$ cat config.mk
export PLATFORM = sky130hd
export DESIGN_NAME = sensor_frame_check_alarm_fan_top_flat
export DESIGN_NICKNAME = d
export VERILOG_FILES = /design/src/sfc_pkg.sv /design/src/sfc_if.sv /design/src/sfc_frame_rx.sv /design/src/sensor_frame_check_alarm_fan_top.sv /design/src/flat_wrapper.sv
export SDC_FILE = /design/constraint.sdc
export NUM_CORES = 1
export LEC_CHECK = 0
export BUFFER_PORTS_ARGS = -buffer_cell sky130_fd_sc_hd__buf_2
export CORE_ASPECT_RATIO = 1.5
export CORE_MARGIN = 4
export CORE_UTILIZATION = 63
export CTS_CLUSTER_DIAMETER = 150
export CTS_CLUSTER_SIZE = 25
export DETAILED_ROUTE_END_ITERATION = 10
export GPL_TIMING_DRIVEN = 1
export MAX_ROUTING_LAYER = met4
export PLACE_DENSITY = 0.83
export SYNTH_ARGS = -nofsm -noshare
export SYNTH_HDL_FRONTEND = slang
export SYNTH_SLANG_ARGS = --single-unit
$ cat constraint.sdc
create_clock -name clk -period 14.65 [get_ports clk]
set_input_delay 3.6625 -clock clk [delete_from_list [all_inputs] [get_ports clk]]
set_output_delay 3.6625 -clock clk [all_outputs]
set_load 0.01 [all_outputs]
$ cat src/sfc_pkg.sv
// Shared types, constants and helper functions for the sensor frame checker.
package sfc_pkg;

    // Configuration register indexes
    typedef enum logic [2:0] {
        REG_TEMP_HIGH = 3'd0,
        REG_TEMP_LOW  = 3'd1,
        REG_HUM_HIGH  = 3'd2,
        REG_HUM_LOW   = 3'd3,
        REG_FAN_BAND  = 3'd4
    } cfg_reg_t;

    // Result status codes
    typedef enum logic [1:0] {
        STATUS_OK      = 2'd0,
        STATUS_CRC_ERR = 2'd1,
        STATUS_RANGE   = 2'd2
    } status_t;

    // Byte position inside a frame
    typedef enum logic [2:0] {
        POS_T_MSB = 3'd0,
        POS_T_LSB = 3'd1,
        POS_T_CRC = 3'd2,
        POS_H_MSB = 3'd3,
        POS_H_LSB = 3'd4,
        POS_H_CRC = 3'd5
    } byte_pos_t;

    // Frame assembler to evaluation pipeline
    typedef struct packed {
        logic        done;
        logic        crc_ok;
        logic [15:0] raw_temp;
        logic [15:0] raw_hum;
    } sfc_frame_t;

    localparam int unsigned CFG_INDEX_W = 3;
    localparam int unsigned CFG_DATA_W  = 15;

    localparam logic [7:0] CRC_POLY = 8'h31;
    localparam logic [7:0] CRC_INIT = 8'hFF;

    // Conversion scale factors and offset
    localparam logic [14:0] TEMP_SCALE  = 15'd17500;
    localparam logic [13:0] HUM_SCALE   = 14'd10000;
    localparam logic [15:0] TEMP_OFFSET = 16'd4500;
    localparam logic [16:0] DIV_CONST   = 17'd65535;

    // Accepted range of a good frame
    localparam logic signed [14:0] TEMP_MIN_OK = -15'sd4000;
    localparam logic signed [14:0] TEMP_MAX_OK = 15'sd12500;
    localparam logic [13:0]        HUM_MAX_OK  = 14'd10000;

    // Reset values of the limit registers
    localparam logic signed [14:0] TEMP_HIGH_RST = 15'sd4000;
    localparam logic signed [14:0] TEMP_LOW_RST  = 15'sd2000;
    localparam logic [13:0]        HUM_HIGH_RST  = 14'd6000;
    localparam logic [13:0]        HUM_LOW_RST   = 14'd3000;
    localparam logic [10:0]        FAN_BAND_RST  = 11'd200;

    // CRC-8, MSB first, one byte
    function automatic logic [7:0] crc8_byte(input logic [7:0] crc, input logic [7:0] data);
        logic [7:0] c;
        c = crc ^ data;
        for (int i = 0; i < 8; i++) begin
            c = c[7] ? ({c[6:0], 1'b0} ^ CRC_POLY) : {c[6:0], 1'b0};
        end
        return c;
    endfunction

    // floor(x / 65535) for x < 2^31: x>>16 is at most one short of the quotient
    function automatic logic [14:0] div_65535(input logic [30:0] x);
        logic [14:0] q0;
        logic [16:0] r0;
        q0 = x[30:16];
        r0 = {1'b0, x[15:0]} + {2'b00, q0};
        return q0 + {14'd0, (r0 >= DIV_CONST)};
    endfunction

endpackage

$ cat src/sfc_if.sv
// Valid/ready channel interfaces for frame bytes and results.
interface sfc_in_if;
    logic       valid;
    logic       ready;
    logic [7:0] rx_byte;
    logic       frame_start;

    modport source (output valid, output rx_byte, output frame_start, input ready);
    modport sink   (input valid, input rx_byte, input frame_start, output ready);
endinterface

interface sfc_out_if;
    logic               valid;
    logic               ready;
    logic [1:0]         status;
    logic signed [14:0] temp_centi;
    logic [13:0]        hum_centi;
    logic               hum_alarm;
    logic               temp_alarm;
    logic               fan_on;

    modport source (output valid, output status, output temp_centi, output hum_centi,
                    output hum_alarm, output temp_alarm, output fan_on, input ready);
    modport sink   (input valid, input status, input temp_centi, input hum_centi,
                    input hum_alarm, input temp_alarm, input fan_on, output ready);
endinterface

$ cat src/sfc_frame_rx.sv
// Byte counter, running CRC and raw word capture for one sensor frame.
module sfc_frame_rx
    import sfc_pkg::*;
(
    input  logic       clk,
    input  logic       rst_n,
    input  logic       take,
    input  logic [7:0] rx_byte,
    input  logic       frame_start,
    output sfc_frame_t frame
);

    byte_pos_t   count_reg, count_next;
    logic [7:0]  crc_reg, crc_next;
    logic [15:0] raw_temp_reg, raw_temp_next;
    logic [15:0] raw_hum_reg, raw_hum_next;
    logic        temp_good_reg, temp_good_next;

    byte_pos_t   pos;
    logic [7:0]  crc_base;
    logic [7:0]  crc_upd;
    logic        crc_match;

    // Start mark restarts count and CRC for this byte
    assign pos       = frame_start ? POS_T_MSB : count_reg;
    assign crc_base  = frame_start ? CRC_INIT : crc_reg;
    assign crc_upd   = crc8_byte(crc_base, rx_byte);
    assign crc_match = (rx_byte == crc_base);

    // Per-byte state update
    always_comb
    begin
        count_next     = count_reg;
        crc_next       = crc_reg;
        raw_temp_next  = raw_temp_reg;
        raw_hum_next   = raw_hum_reg;
        temp_good_next = temp_good_reg;
        frame          = '0;
        frame.raw_temp = raw_temp_reg;
        frame.raw_hum  = raw_hum_reg;
        if (take)
        begin
            unique case (pos)
                POS_T_MSB:
                begin
                    raw_temp_next = {rx_byte, raw_temp_reg[7:0]};
                    crc_next      = crc_upd;
                    count_next    = POS_T_LSB;
                end
                POS_T_LSB:
                begin
                    raw_temp_next = {raw_temp_reg[15:8], rx_byte};
                    crc_next      = crc_upd;
                    count_next    = POS_T_CRC;
                end
                POS_T_CRC:
                begin
                    temp_good_next = crc_match;
                    crc_next       = CRC_INIT;
                    count_next     = POS_H_MSB;
                end
                POS_H_MSB:
                begin
                    raw_hum_next = {rx_byte, raw_hum_reg[7:0]};
                    crc_next     = crc_upd;
                    count_next   = POS_H_LSB;
                end
                POS_H_LSB:
                begin
                    raw_hum_next = {raw_hum_reg[15:8], rx_byte};
                    crc_next     = crc_upd;
                    count_next   = POS_H_CRC;
                end
                POS_H_CRC:
                begin
                    frame.done   = 1'b1;
                    frame.crc_ok = temp_good_reg & crc_match;
                    crc_next     = CRC_INIT;
                    count_next   = POS_T_MSB;
                end
                default:
                begin
                    count_next = POS_T_MSB;
                end
            endcase
        end
    end

    always_ff @(posedge clk or negedge rst_n)
    begin
        if (!rst_n)
        begin
            count_reg     <= POS_T_MSB;
            crc_reg       <= CRC_INIT;
            raw_temp_reg  <= '0;
            raw_hum_reg   <= '0;
            temp_good_reg <= 1'b0;
        end
        else
        begin
            count_reg     <= count_next;
            crc_reg       <= crc_next;
            raw_temp_reg  <= raw_temp_next;
            raw_hum_reg   <= raw_hum_next;
            temp_good_reg <= temp_good_next;
        end
    end

endmodule

$ cat src/sensor_frame_check_alarm_fan_top.sv
// Sensor frame checker: CRC check, conversion, window alarms and fan hysteresis.
//
//   channel | dir | handshake    | payload
//   --------+-----+--------------+----------------------------------------------
//   rx      | in  | valid/ready  | rx_byte, frame_start
//   result  | out | valid/ready  | status, temp_centi, hum_centi, alarms, fan_on
//   cfg     | in  | cfg_we       | cfg_index, cfg_data
//
// One byte is taken per cycle while rx.ready is high; the sixth byte of a frame
// yields one result through the product, quotient and compare stages.
// Reset clears the byte count, CRC, alarms, fan and limits to their defaults.
// A stalled result holds the output register; bytes keep flowing until the
// product, quotient and output stages all hold a frame, then rx.ready drops.
module sensor_frame_check_alarm_fan_top
    import sfc_pkg::*;
(
    input  logic                   clk,
    input  logic                   rst_n,
    sfc_in_if.sink                 rx,
    sfc_out_if.source              result,
    input  logic                   cfg_we,
    input  logic [CFG_INDEX_W-1:0] cfg_index,
    input  logic [CFG_DATA_W-1:0]  cfg_data
);

    // Limit registers
    logic signed [14:0] temp_high_reg, temp_low_reg;
    logic [13:0]        hum_high_reg, hum_low_reg;
    logic [10:0]        fan_band_reg;

    always_ff @(posedge clk or negedge rst_n)
    begin
        if (!rst_n)
        begin
            temp_high_reg <= TEMP_HIGH_RST;
            temp_low_reg  <= TEMP_LOW_RST;
            hum_high_reg  <= HUM_HIGH_RST;
            hum_low_reg   <= HUM_LOW_RST;
            fan_band_reg  <= FAN_BAND_RST;
        end
        else if (cfg_we)
        begin
            unique case (cfg_reg_t'(cfg_index))
                REG_TEMP_HIGH: temp_high_reg <= cfg_data;
                REG_TEMP_LOW:  temp_low_reg  <= cfg_data;
                REG_HUM_HIGH:  hum_high_reg  <= cfg_data[13:0];
                REG_HUM_LOW:   hum_low_reg   <= cfg_data[13:0];
                REG_FAN_BAND:  fan_band_reg  <= cfg_data[10:0];
                default: ;
            endcase
        end
    end

    // Pipeline flow control
    logic out_free, p2_free, p1_free, p1_move, p2_move;
    logic p1_valid_reg, p2_valid_reg, out_valid_reg;
    logic rx_take;
    sfc_frame_t frame;

    assign out_free = !out_valid_reg || result.ready;
    assign p2_move  = p2_valid_reg && out_free;
    assign p2_free  = !p2_valid_reg || out_free;
    assign p1_move  = p1_valid_reg && p2_free;
    assign p1_free  = !p1_valid_reg || p2_free;
    assign rx.ready = p1_free;
    assign rx_take  = rx.valid && rx.ready;

    sfc_frame_rx u_frame_rx (
        .clk         (clk),
        .rst_n       (rst_n),
        .take        (rx_take),
        .rx_byte     (rx.rx_byte),
        .frame_start (rx.frame_start),
        .frame       (frame)
    );

    // Stage 1: scale products
    logic        p1_crc_ok_reg;
    logic [30:0] p1_tprod_reg;
    logic [29:0] p1_hprod_reg;

    always_ff @(posedge clk or negedge rst_n)
    begin
        if (!rst_n)
            p1_valid_reg <= 1'b0;
        else if (frame.done)
            p1_valid_reg <= 1'b1;
        else if (p1_move)
            p1_valid_reg <= 1'b0;
    end

    always_ff @(posedge clk)
    begin
        if (frame.done)
        begin
            p1_crc_ok_reg <= frame.crc_ok;
            p1_tprod_reg  <= {15'd0, frame.raw_temp} * {16'd0, TEMP_SCALE};
            p1_hprod_reg  <= {14'd0, frame.raw_hum} * {16'd0, HUM_SCALE};
        end
    end

    // Stage 2: divide by 65535 and offset temperature
    logic               p2_crc_ok_reg;
    logic signed [14:0] p2_temp_reg;
    logic [13:0]        p2_hum_reg;
    logic [14:0]        q_temp, q_hum;
    logic [15:0]        temp_wide;

    assign q_temp    = div_65535(p1_tprod_reg);
    assign q_hum     = div_65535({1'b0, p1_hprod_reg});
    assign temp_wide = {1'b0, q_temp} - TEMP_OFFSET;

    always_ff @(posedge clk or negedge rst_n)
    begin
        if (!rst_n)
            p2_valid_reg <= 1'b0;
        else if (p1_move)
            p2_valid_reg <= 1'b1;
        else if (p2_move)
            p2_valid_reg <= 1'b0;
    end

    always_ff @(posedge clk)
    begin
        if (p1_move)
        begin
            p2_crc_ok_reg <= p1_crc_ok_reg;
            p2_temp_reg   <= temp_wide[14:0];
            p2_hum_reg    <= q_hum[13:0];
        end
    end

    // Stage 3: status, alarms and fan hysteresis
    status_t            status_next;
    logic signed [14:0] temp_out;
    logic [13:0]        hum_out;
    logic signed [15:0] fan_off_thr;
    logic               in_range;
    logic               hum_alarm_reg, temp_alarm_reg, fan_reg;
    logic               hum_alarm_next, temp_alarm_next, fan_next;
    status_t            status_reg;
    logic signed [14:0] temp_out_reg;
    logic [13:0]        hum_out_reg;

    assign fan_off_thr = {temp_high_reg[14], temp_high_reg} - $signed({5'd0, fan_band_reg});
    assign in_range    = (p2_hum_reg <= HUM_MAX_OK) && (p2_temp_reg >= TEMP_MIN_OK)
                         && (p2_temp_reg <= TEMP_MAX_OK);

    always_comb
    begin
        status_next     = STATUS_OK;
        temp_out        = p2_temp_reg;
        hum_out         = p2_hum_reg;
        hum_alarm_next  = hum_alarm_reg;
        temp_alarm_next = temp_alarm_reg;
        fan_next        = fan_reg;
        priority if (!p2_crc_ok_reg)
        begin
            status_next = STATUS_CRC_ERR;
            temp_out    = '0;
            hum_out     = '0;
        end
        else if (!in_range)
        begin
            status_next = STATUS_RANGE;
        end
        else
        begin
            hum_alarm_next  = (p2_hum_reg < hum_low_reg) || (p2_hum_reg > hum_high_reg);
            temp_alarm_next = (p2_temp_reg < temp_low_reg) || (p2_temp_reg > temp_high_reg);
            if (p2_temp_reg > temp_high_reg)
                fan_next = 1'b1;
            else if ($signed({p2_temp_reg[14], p2_temp_reg}) < fan_off_thr)
                fan_next = 1'b0;
        end
    end

    always_ff @(posedge clk or negedge rst_n)
    begin
        if (!rst_n)
        begin
            out_valid_reg  <= 1'b0;
            hum_alarm_reg  <= 1'b0;
            temp_alarm_reg <= 1'b0;
            fan_reg        <= 1'b0;
        end
        else if (p2_move)
        begin
            out_valid_reg  <= 1'b1;
            hum_alarm_reg  <= hum_alarm_next;
            temp_alarm_reg <= temp_alarm_next;
            fan_reg        <= fan_next;
        end
        else if (result.ready)
        begin
            out_valid_reg <= 1'b0;
        end
    end

    always_ff @(posedge clk)
    begin
        if (p2_move)
        begin
            status_reg   <= status_next;
            temp_out_reg <= temp_out;
            hum_out_reg  <= hum_out;
        end
    end

    assign result.valid      = out_valid_reg;
    assign result.status     = status_reg;
    assign result.temp_centi = temp_out_reg;
    assign result.hum_centi  = hum_out_reg;
    assign result.hum_alarm  = hum_alarm_reg;
    assign result.temp_alarm = temp_alarm_reg;
    assign result.fan_on     = fan_reg;

    // A finished frame never lands on an occupied product stage
    assert property (@(posedge clk) disable iff (!rst_n)
        (p1_valid_reg && !p2_free) |-> !frame.done)
        else $error("product stage overrun");

    // A CRC failure reports zeroed values
    assert property (@(posedge clk) disable iff (!rst_n)
        (result.valid && result.status == STATUS_CRC_ERR)
            |-> (result.temp_centi == 15'sd0 && result.hum_centi == 14'd0))
        else $error("crc error result carries values");

    // After a good frame the fan is never on below the turn-off threshold
    assert property (@(posedge clk) disable iff (!rst_n)
        (result.valid && result.status == STATUS_OK)
            |-> !(result.fan_on
                  && ($signed({result.temp_centi[14], result.temp_centi}) < fan_off_thr)))
        else $error("fan hysteresis violated");

endmodule

$ cat src/flat_wrapper.sv
// flat-port wrapper written by rule: the top's interface ports become plain ports
module sensor_frame_check_alarm_fan_top_flat import sfc_pkg::*;
  (clk, rst_n, cfg_we, cfg_index, cfg_data, rx_valid, rx_rx_byte, rx_frame_start, rx_ready, result_valid, result_status, result_temp_centi, result_hum_centi, result_hum_alarm, result_temp_alarm, result_fan_on, result_ready);
  sfc_in_if rx_i ();
  sfc_out_if result_i ();
  input  logic clk;
  input  logic rst_n;
  input  logic cfg_we;
  input  logic [CFG_INDEX_W-1:0] cfg_index;
  input  logic [CFG_DATA_W-1:0] cfg_data;
  input wire logic [$bits(rx_i.valid)-1:0] rx_valid;
  input wire logic [$bits(rx_i.rx_byte)-1:0] rx_rx_byte;
  input wire logic [$bits(rx_i.frame_start)-1:0] rx_frame_start;
  output wire logic [$bits(rx_i.ready)-1:0] rx_ready;
  output wire logic [$bits(result_i.valid)-1:0] result_valid;
  output wire logic [$bits(result_i.status)-1:0] result_status;
  output wire logic [$bits(result_i.temp_centi)-1:0] result_temp_centi;
  output wire logic [$bits(result_i.hum_centi)-1:0] result_hum_centi;
  output wire logic [$bits(result_i.hum_alarm)-1:0] result_hum_alarm;
  output wire logic [$bits(result_i.temp_alarm)-1:0] result_temp_alarm;
  output wire logic [$bits(result_i.fan_on)-1:0] result_fan_on;
  input wire logic [$bits(result_i.ready)-1:0] result_ready;
  assign rx_i.valid = rx_valid;
  assign rx_i.rx_byte = rx_rx_byte;
  assign rx_i.frame_start = rx_frame_start;
  assign rx_ready = rx_i.ready;
  assign result_valid = result_i.valid;
  assign result_status = result_i.status;
  assign result_temp_centi = result_i.temp_centi;
  assign result_hum_centi = result_i.hum_centi;
  assign result_hum_alarm = result_i.hum_alarm;
  assign result_temp_alarm = result_i.temp_alarm;
  assign result_fan_on = result_i.fan_on;
  assign result_i.ready = result_ready;
  sensor_frame_check_alarm_fan_top u_core (.clk(clk), .rst_n(rst_n), .rx(rx_i), .result(result_i), .cfg_we(cfg_we), .cfg_index(cfg_index), .cfg_data(cfg_data));
endmodule
==> summary.txt, run 1 <==
Status
  – Status: completed

Worst hold path
  – HP Start: u_core.u_frame_rx.temp_good_reg
  – Worst hold path type: reg2reg

Final layout
  – Share of layout cells above drive strength 1: 9.90%
  – Max FFs per register: 29
  – Area of the multi-input gates: 0.0104 mm²
  – Layout overhead on the synthesized area: 6.11%
  – Commonest non-fill, non-tap cell in the layout: inv_1
  – Filler cells: 2054
  – Final nets: 2214
  – Register area: 0.00654 mm²
  – Most frequent cells in the layout: 288 x inv_1, 277 x ha_1, 142 x nand2_1, 117 x edfxtp_1, 105 x o21ai_0

Global routing
  – Grt met3 use: 2.06%
  – Largest net degree at the start of global routing: 61
  – Global-route usage over all layers: 24.7%
  – Vias in the first global route: 13300
  – First-pass GRT wire length: 62.5 mm
  – Aggregate global routing overflow: 0
  – Gr busiest metal: met2
  – Initial antenna violation count: 0
  – Met2 Track Usage GR: 45.7%
  – Met1 Use GR: 26.7%

Worst setup path
  – Critical path class: in2out
  – Worst endpoint required time: 10990 ps
  – Critical path's slowest cell: nand3_1
  – Critical-path cell list: buf_2 -> nor2b_1 -> nand3_1 -> buf_2
  – Crit-path max FO: 4
  – Critical Path Max Stage Delay: 230 ps
  – Startpoint Class: input port
  – Reg2reg start: u_core.u_frame_rx.raw_temp_reg[11]
  – WP data arrival: 4350 ps
  – CP endpoint kind: output port
  – CP most frequent cell: buf_2
  – Crit path from: result_ready

Clock network
  – CTS Hold Bufs: 0
  – H-tree depth reported by CTS: 1
  – CTS sink cnt: 236
  – CTS Buf Count: 13
  – Post-CTS Setup Inserts: 0
  – Worst-Skew Late Latency: 480 ps
  – Root Buffer: clkbuf_16
  – CTS clk-pin slew, worst paths: 90 ps
  – CTS tree: done
  – CTS-repair resized insts: 0
  – Clock Tree Buf Depth: 3

STA
  – Setup slack after layout: 6630 ps
  – Crit path time final: 8020 ps
  – Setup TNS: 0 ps
  – Worst Tran Pin Value: 945 ps
  – Max-Slew Margin vs Limit: 37.0%
  – Setup violators final: 0
  – Setup Skew: 11.7 ps
  – Max-slew violation count: 0
  – Final hold vios: 0
  – Post-route clock period utilization: 54.7%
  – Max Fclk: 125 MHz
  – RSZ-0062 raised after global routing: false

Drt
  – Final WL: 37.3 mm
  – DRT antenna net count: 0
  – Vias: 12600
  – Initial DRT Pass Iterations: 4
  – Initial DRC count: 533
  – Drt drc: 0
  – Wire length per cell: 17.1 µm
  – Vias per cell: 5.78

Logic synthesis
  – Sequential share of the synthesized area: 36.0%
  – Top_reg_cell synth: edfxtp_1
  – Cells after synthesis: 1761
  – Yosys Warn Count: 0
  – Synthesized area: 0.0181 mm²
  – Synth async-reset ratio: 50.4%
  – Number of synthesized flops with an enable pin: 117
  – Netlist cell types: 64
  – Avg Cell Area, Syn: 10.3 µm²
  – Syn_nets: 2153
  – Flops & latches, synth: 236

Placement
  – Placer Congestion: 0.916
  – Place WS: 6630 ps
  – Hpwl dp: 30.2 mm
  – # port buffers: 67

Die
  – Die Wd: 147 µm
  – Die area: 0.0316 mm²
  – Rows: 75
  – Core region area: 0.0282 mm²
  – I/O pin count: 68
  – Initial core utilization: 64.4%
  – Die Y: 216 µm

Flow run
  – Max_cap viols: 0
## cell usage after synthesis (5+ instances only)
library cell    n  area, µm²
o22a_1          7       61.3
o21ai_1         5       25.0
o21ai_0       105        526
edfxtp_1      117       3510
dfstp_2        37        972
nand3_1        23        115
nand4_1        18        113
o21bai_1        9       67.6
xnor2_1        70        613
nor2_1         54        203
nand2_1       142        533
a21oi_1        72        360
and2_1         36        225
ha_1          277       3470
a31oi_1         8       50.1
a21o_1         44        330
and3_1          8       50.1
a211oi_1        8       60.1
dfrtp_1        82       2050
o211ai_1        6       45.0
nor2b_1        22        138
mux2_2         37        417
xor2_1         38        333
o21a_1         16        120
or2_2           5       31.3
nor4_1          8       50.1
o31ai_1         8       60.1
clkbuf_1       24       90.1
nor3_1         25        125
fa_1           83       1660
nand2b_1       17        106
or3_1           7       43.8
inv_1         288       1080
## metal layers
metal / part of all wire [%] / vias to the layer above
met1: 38 / 6050
met5: 0 / -
met4: 5.3 / 0
met3: 3.2 / 117
met2: 53 / 291
li1: - / 6121
## final timing paths
path / end / slack (ps) / depth (start not counted)
setup / recovery: rx_ready / 6630 / 4
hold / removal: u_core.u_frame_rx.temp_good_reg / 490 / 2
setup reg to reg: u_core.p1_tprod_reg[29] / 9340 / 19
hold reg to reg: u_core.u_frame_rx.temp_good_reg / 490 / 2
max in group asynchronous: u_core.u_frame_rx.raw_hum_reg[4] / 10130 / 2
min in group asynchronous: u_core.temp_high_reg[13] / 3230 / 1
## stage by stage
| step | utilization [%] | instances | hold slack (ps) | area (µm²) |
|---|---|---|---|---|
| 2_1_floorplan | - | 1761 | 400 | 18100 |
| 3_3_place_gp | 67.0 | 2153 | 462 | 18900 |
| 3_5_place_dp | 67.0 | 2153 | 470 | 18900 |
| 4_1_cts | 68.4 | 2175 | 492 | 19200 |
| 5_1_grt | 68.4 | 2175 | 513 | 19200 |
| 6_report | 68.4 | 2176 | 490 | 19300 |
## cell type report
cell class / instances / share of cell area, %
Sequential cell: 236 / 34.0
Timing Repair Buffer: 74 / 2.03
Multi-Input combinational cell: 1209 / 54.2
Clock buffer: 20 / 1.83
Clock inverter: 2 / 0.130
Tap cell: 346 / 2.25
Antenna cell: 1 / 0.0130
Inverter: 288 / 5.62
## critical path, delay by kind of cell
kind	cells	cell delay (ps)
simple gates	2	370
buf+inv	2	330
## cell families (layout without fill, tap and decap cells)
logic type | Yosys count | in the layout | synth area share, %
xor gates and xnor gates | 108 | 108 | 5.21
buffers and inverters | 316 | 384 | 6.56
other | 0 | 1 | 0
muxes | 39 | 39 | 2.41
AOI/OAI and AO/OA | 327 | 327 | 11.5
adders and majority gates | 360 | 360 | 28.3
and+or+nand+nor | 375 | 375 | 10.0
DFF | 236 | 236 | 36.0
Power of run 1 is not shown: default switching activity piles up to over one toggle a cycle in this logic, so the estimate is an artifact.
==> run 2: changes to the inputs <==
==> constraint.sdc (replaced) <==
create_clock -name clk -period 8.2 [get_ports clk]
set_input_delay 2.05 -clock clk [delete_from_list [all_inputs] [get_ports clk]]
set_output_delay 2.05 -clock clk [all_outputs]
set_load 0.01 [all_outputs]
==> summary.txt, run 2 (synthesized netlist as in run 1, its figures left out) <==
Drt
  – Wire length on met2: 20.7 mm
  – Vias: 12600
  – Drt drc: 0
  – Max layer used: met4
  – Initial DRC count: 463
  – Vias per cell: 5.80
  – DRT antenna net count: 0
  – Final WL: 38.4 mm
  – Initial DRT Pass Iterations: 5
  – Wire length per cell: 17.7 µm
  – DR WL met3: 1.21 mm
  – Wl on met1: 14.4 mm

Clock network
  – H-tree depth reported by CTS: 1
  – Worst-Skew Late Latency: 490 ps
  – CTS tree: done
  – Post-CTS Setup Inserts: 0
  – Clock Tree Buf Depth: 3
  – CTS Hold Bufs: 0
  – Root Buffer: clkbuf_16
  – CTS Buf Count: 13
  – CTS-repair resized insts: 0
  – CTS sink cnt: 236
  – CTS clk-pin slew, worst paths: 100 ps

STA
  – Max-slew violation count: 0
  – RSZ-0062 raised after global routing: false
  – Final hold slack: 443 ps
  – Post-route clock period utilization: 63.2%
  – Setup TNS: 0 ps
  – Final hold vios: 0
  – Setup violators final: 0
  – Max Fclk: 193 MHz
  – Setup Skew: 21.5 ps
  – Worst Tran Pin Value: 966 ps
  – Max-Slew Margin vs Limit: 35.6%
  – Crit path time final: 5180 ps

Flow run
  – Max_cap viols: 0

Placement
  – Hpwl dp: 31.0 mm
  – # port buffers: 67
  – Placer Congestion: 0.919

Worst setup path
  – Worst reg2reg path endpoint: u_core.p1_tprod_reg[29]
  – Crit-path max FO: 7
  – Reg2reg start: u_core.u_frame_rx.raw_temp_reg[8]
  – R2r setup slk: 3020 ps
  – Critical path class: reg2reg
  – WP data arrival: 5410 ps
  – Worst endpoint required time: 8430 ps
  – Reg2Reg Depth: 17
  – Startpoint Class: flip-flop
  – CP endpoint kind: flip-flop

Final layout
  – Most frequent cells in the layout: 288 x inv_1, 277 x ha_1, 142 x nand2_1, 117 x edfxtp_1, 105 x o21ai_0
  – Filler cells: 2124
  – Area of the multi-input gates: 0.0104 mm²
  – Register area: 0.00654 mm²
  – Layout overhead on the synthesized area: 6.08%
  – Share of layout cells above drive strength 1: 9.90%
  – Max FFs per register: 29
  – Ant. Diodes: 0
  – Commonest non-fill, non-tap cell in the layout: inv_1
  – Final nets: 2214

Global routing
  – Initial antenna violation count: 0
  – Vias in the first global route: 13400
  – Aggregate global routing overflow: 0
  – Global-route usage over all layers: 25.3%
  – First-pass GRT wire length: 64.0 mm
  – Largest net degree at the start of global routing: 62

Worst hold path
  – HP Start: u_core.p1_crc_ok_reg
  – WHS Path Cells: 0
  – Hold Path Sink: u_core.p2_crc_ok_reg
  – Worst hold path type: reg2reg

Die
  – Die Y: 216 µm
  – Die Wd: 147 µm
  – Rows: 75
  – Core region area: 0.0282 mm²
  – Initial core utilization: 64.4%
  – Die area: 0.0316 mm²
  – I/O pin count: 68

Status
  – Status: completed
-- run 2: layout make-up --
type | instances | share of cell area (%)
clock inverters | 2 | 0.130
repair buffers | 74 | 2.03
inverters | 288 | 5.62
flip-flops and latches | 236 | 34.0
well taps | 346 | 2.25
clock buffers | 19 | 1.81
multi-input cells | 1209 | 54.2
-- run 2: worst max path at each step --
| stage | startpoint | end | cells after the start |
|---|---|---|---|
| after detailed placement | u_core.u_frame_rx.raw_temp_reg[8] | u_core.p1_tprod_reg[29] | 17 |
| after global routing | u_core.u_frame_rx.raw_temp_reg[11] | u_core.p1_tprod_reg[29] | 19 |
| after floorplan | result_ready | u_core.p1_crc_ok_reg | 4 |
| final | u_core.u_frame_rx.raw_temp_reg[8] | u_core.p1_tprod_reg[29] | 17 |
| after global placement | u_core.u_frame_rx.raw_temp_reg[11] | u_core.p1_tprod_reg[30] | 19 |
| after CTS | u_core.u_frame_rx.raw_temp_reg[8] | u_core.p1_tprod_reg[29] | 17 |
-- run 2: critical path, cell delays in order (launching register included) --
cell	delay [ps]
dfrtp_1	550
ha_1	330
fa_1	470
ha_1	330
fa_1	490
inv_1	50
fa_1	540
inv_1	50
ha_1	320
o21ai_0	110
a211oi_1	360
o31ai_1	170
a21oi_1	190
o21ai_0	140
nand2_1	160
a41oi_1	160
o311a_1	400
xnor2_1	130
-- run 2: per-stage QoR --
| step | util, % | instances | area, µm² | worst slack [ps] |
|---|---|---|---|---|
| floorplan | - | 1761 | 18100 | 1310 |
| global placement | 67.0 | 2153 | 18900 | 3190 |
| detailed placement | 67.0 | 2153 | 18900 | 3070 |
| CTS | 68.4 | 2174 | 19200 | 3050 |
| global route | 68.4 | 2174 | 19200 | 2700 |
| finish | 68.4 | 2174 | 19200 | 3020 |
-- run 2: layer usage --
| layer | vias to the layer above | track usage [%] |
|---|---|---|
| met5 | - | - |
| met4 | 0 | 11.6 |
| met3 | 132 | 2.01 |
| met2 | 301 | 47.4 |
| met1 | 6057 | 27.1 |
| li1 | 6126 | - |
Power of run 2 is left out for the same reason.
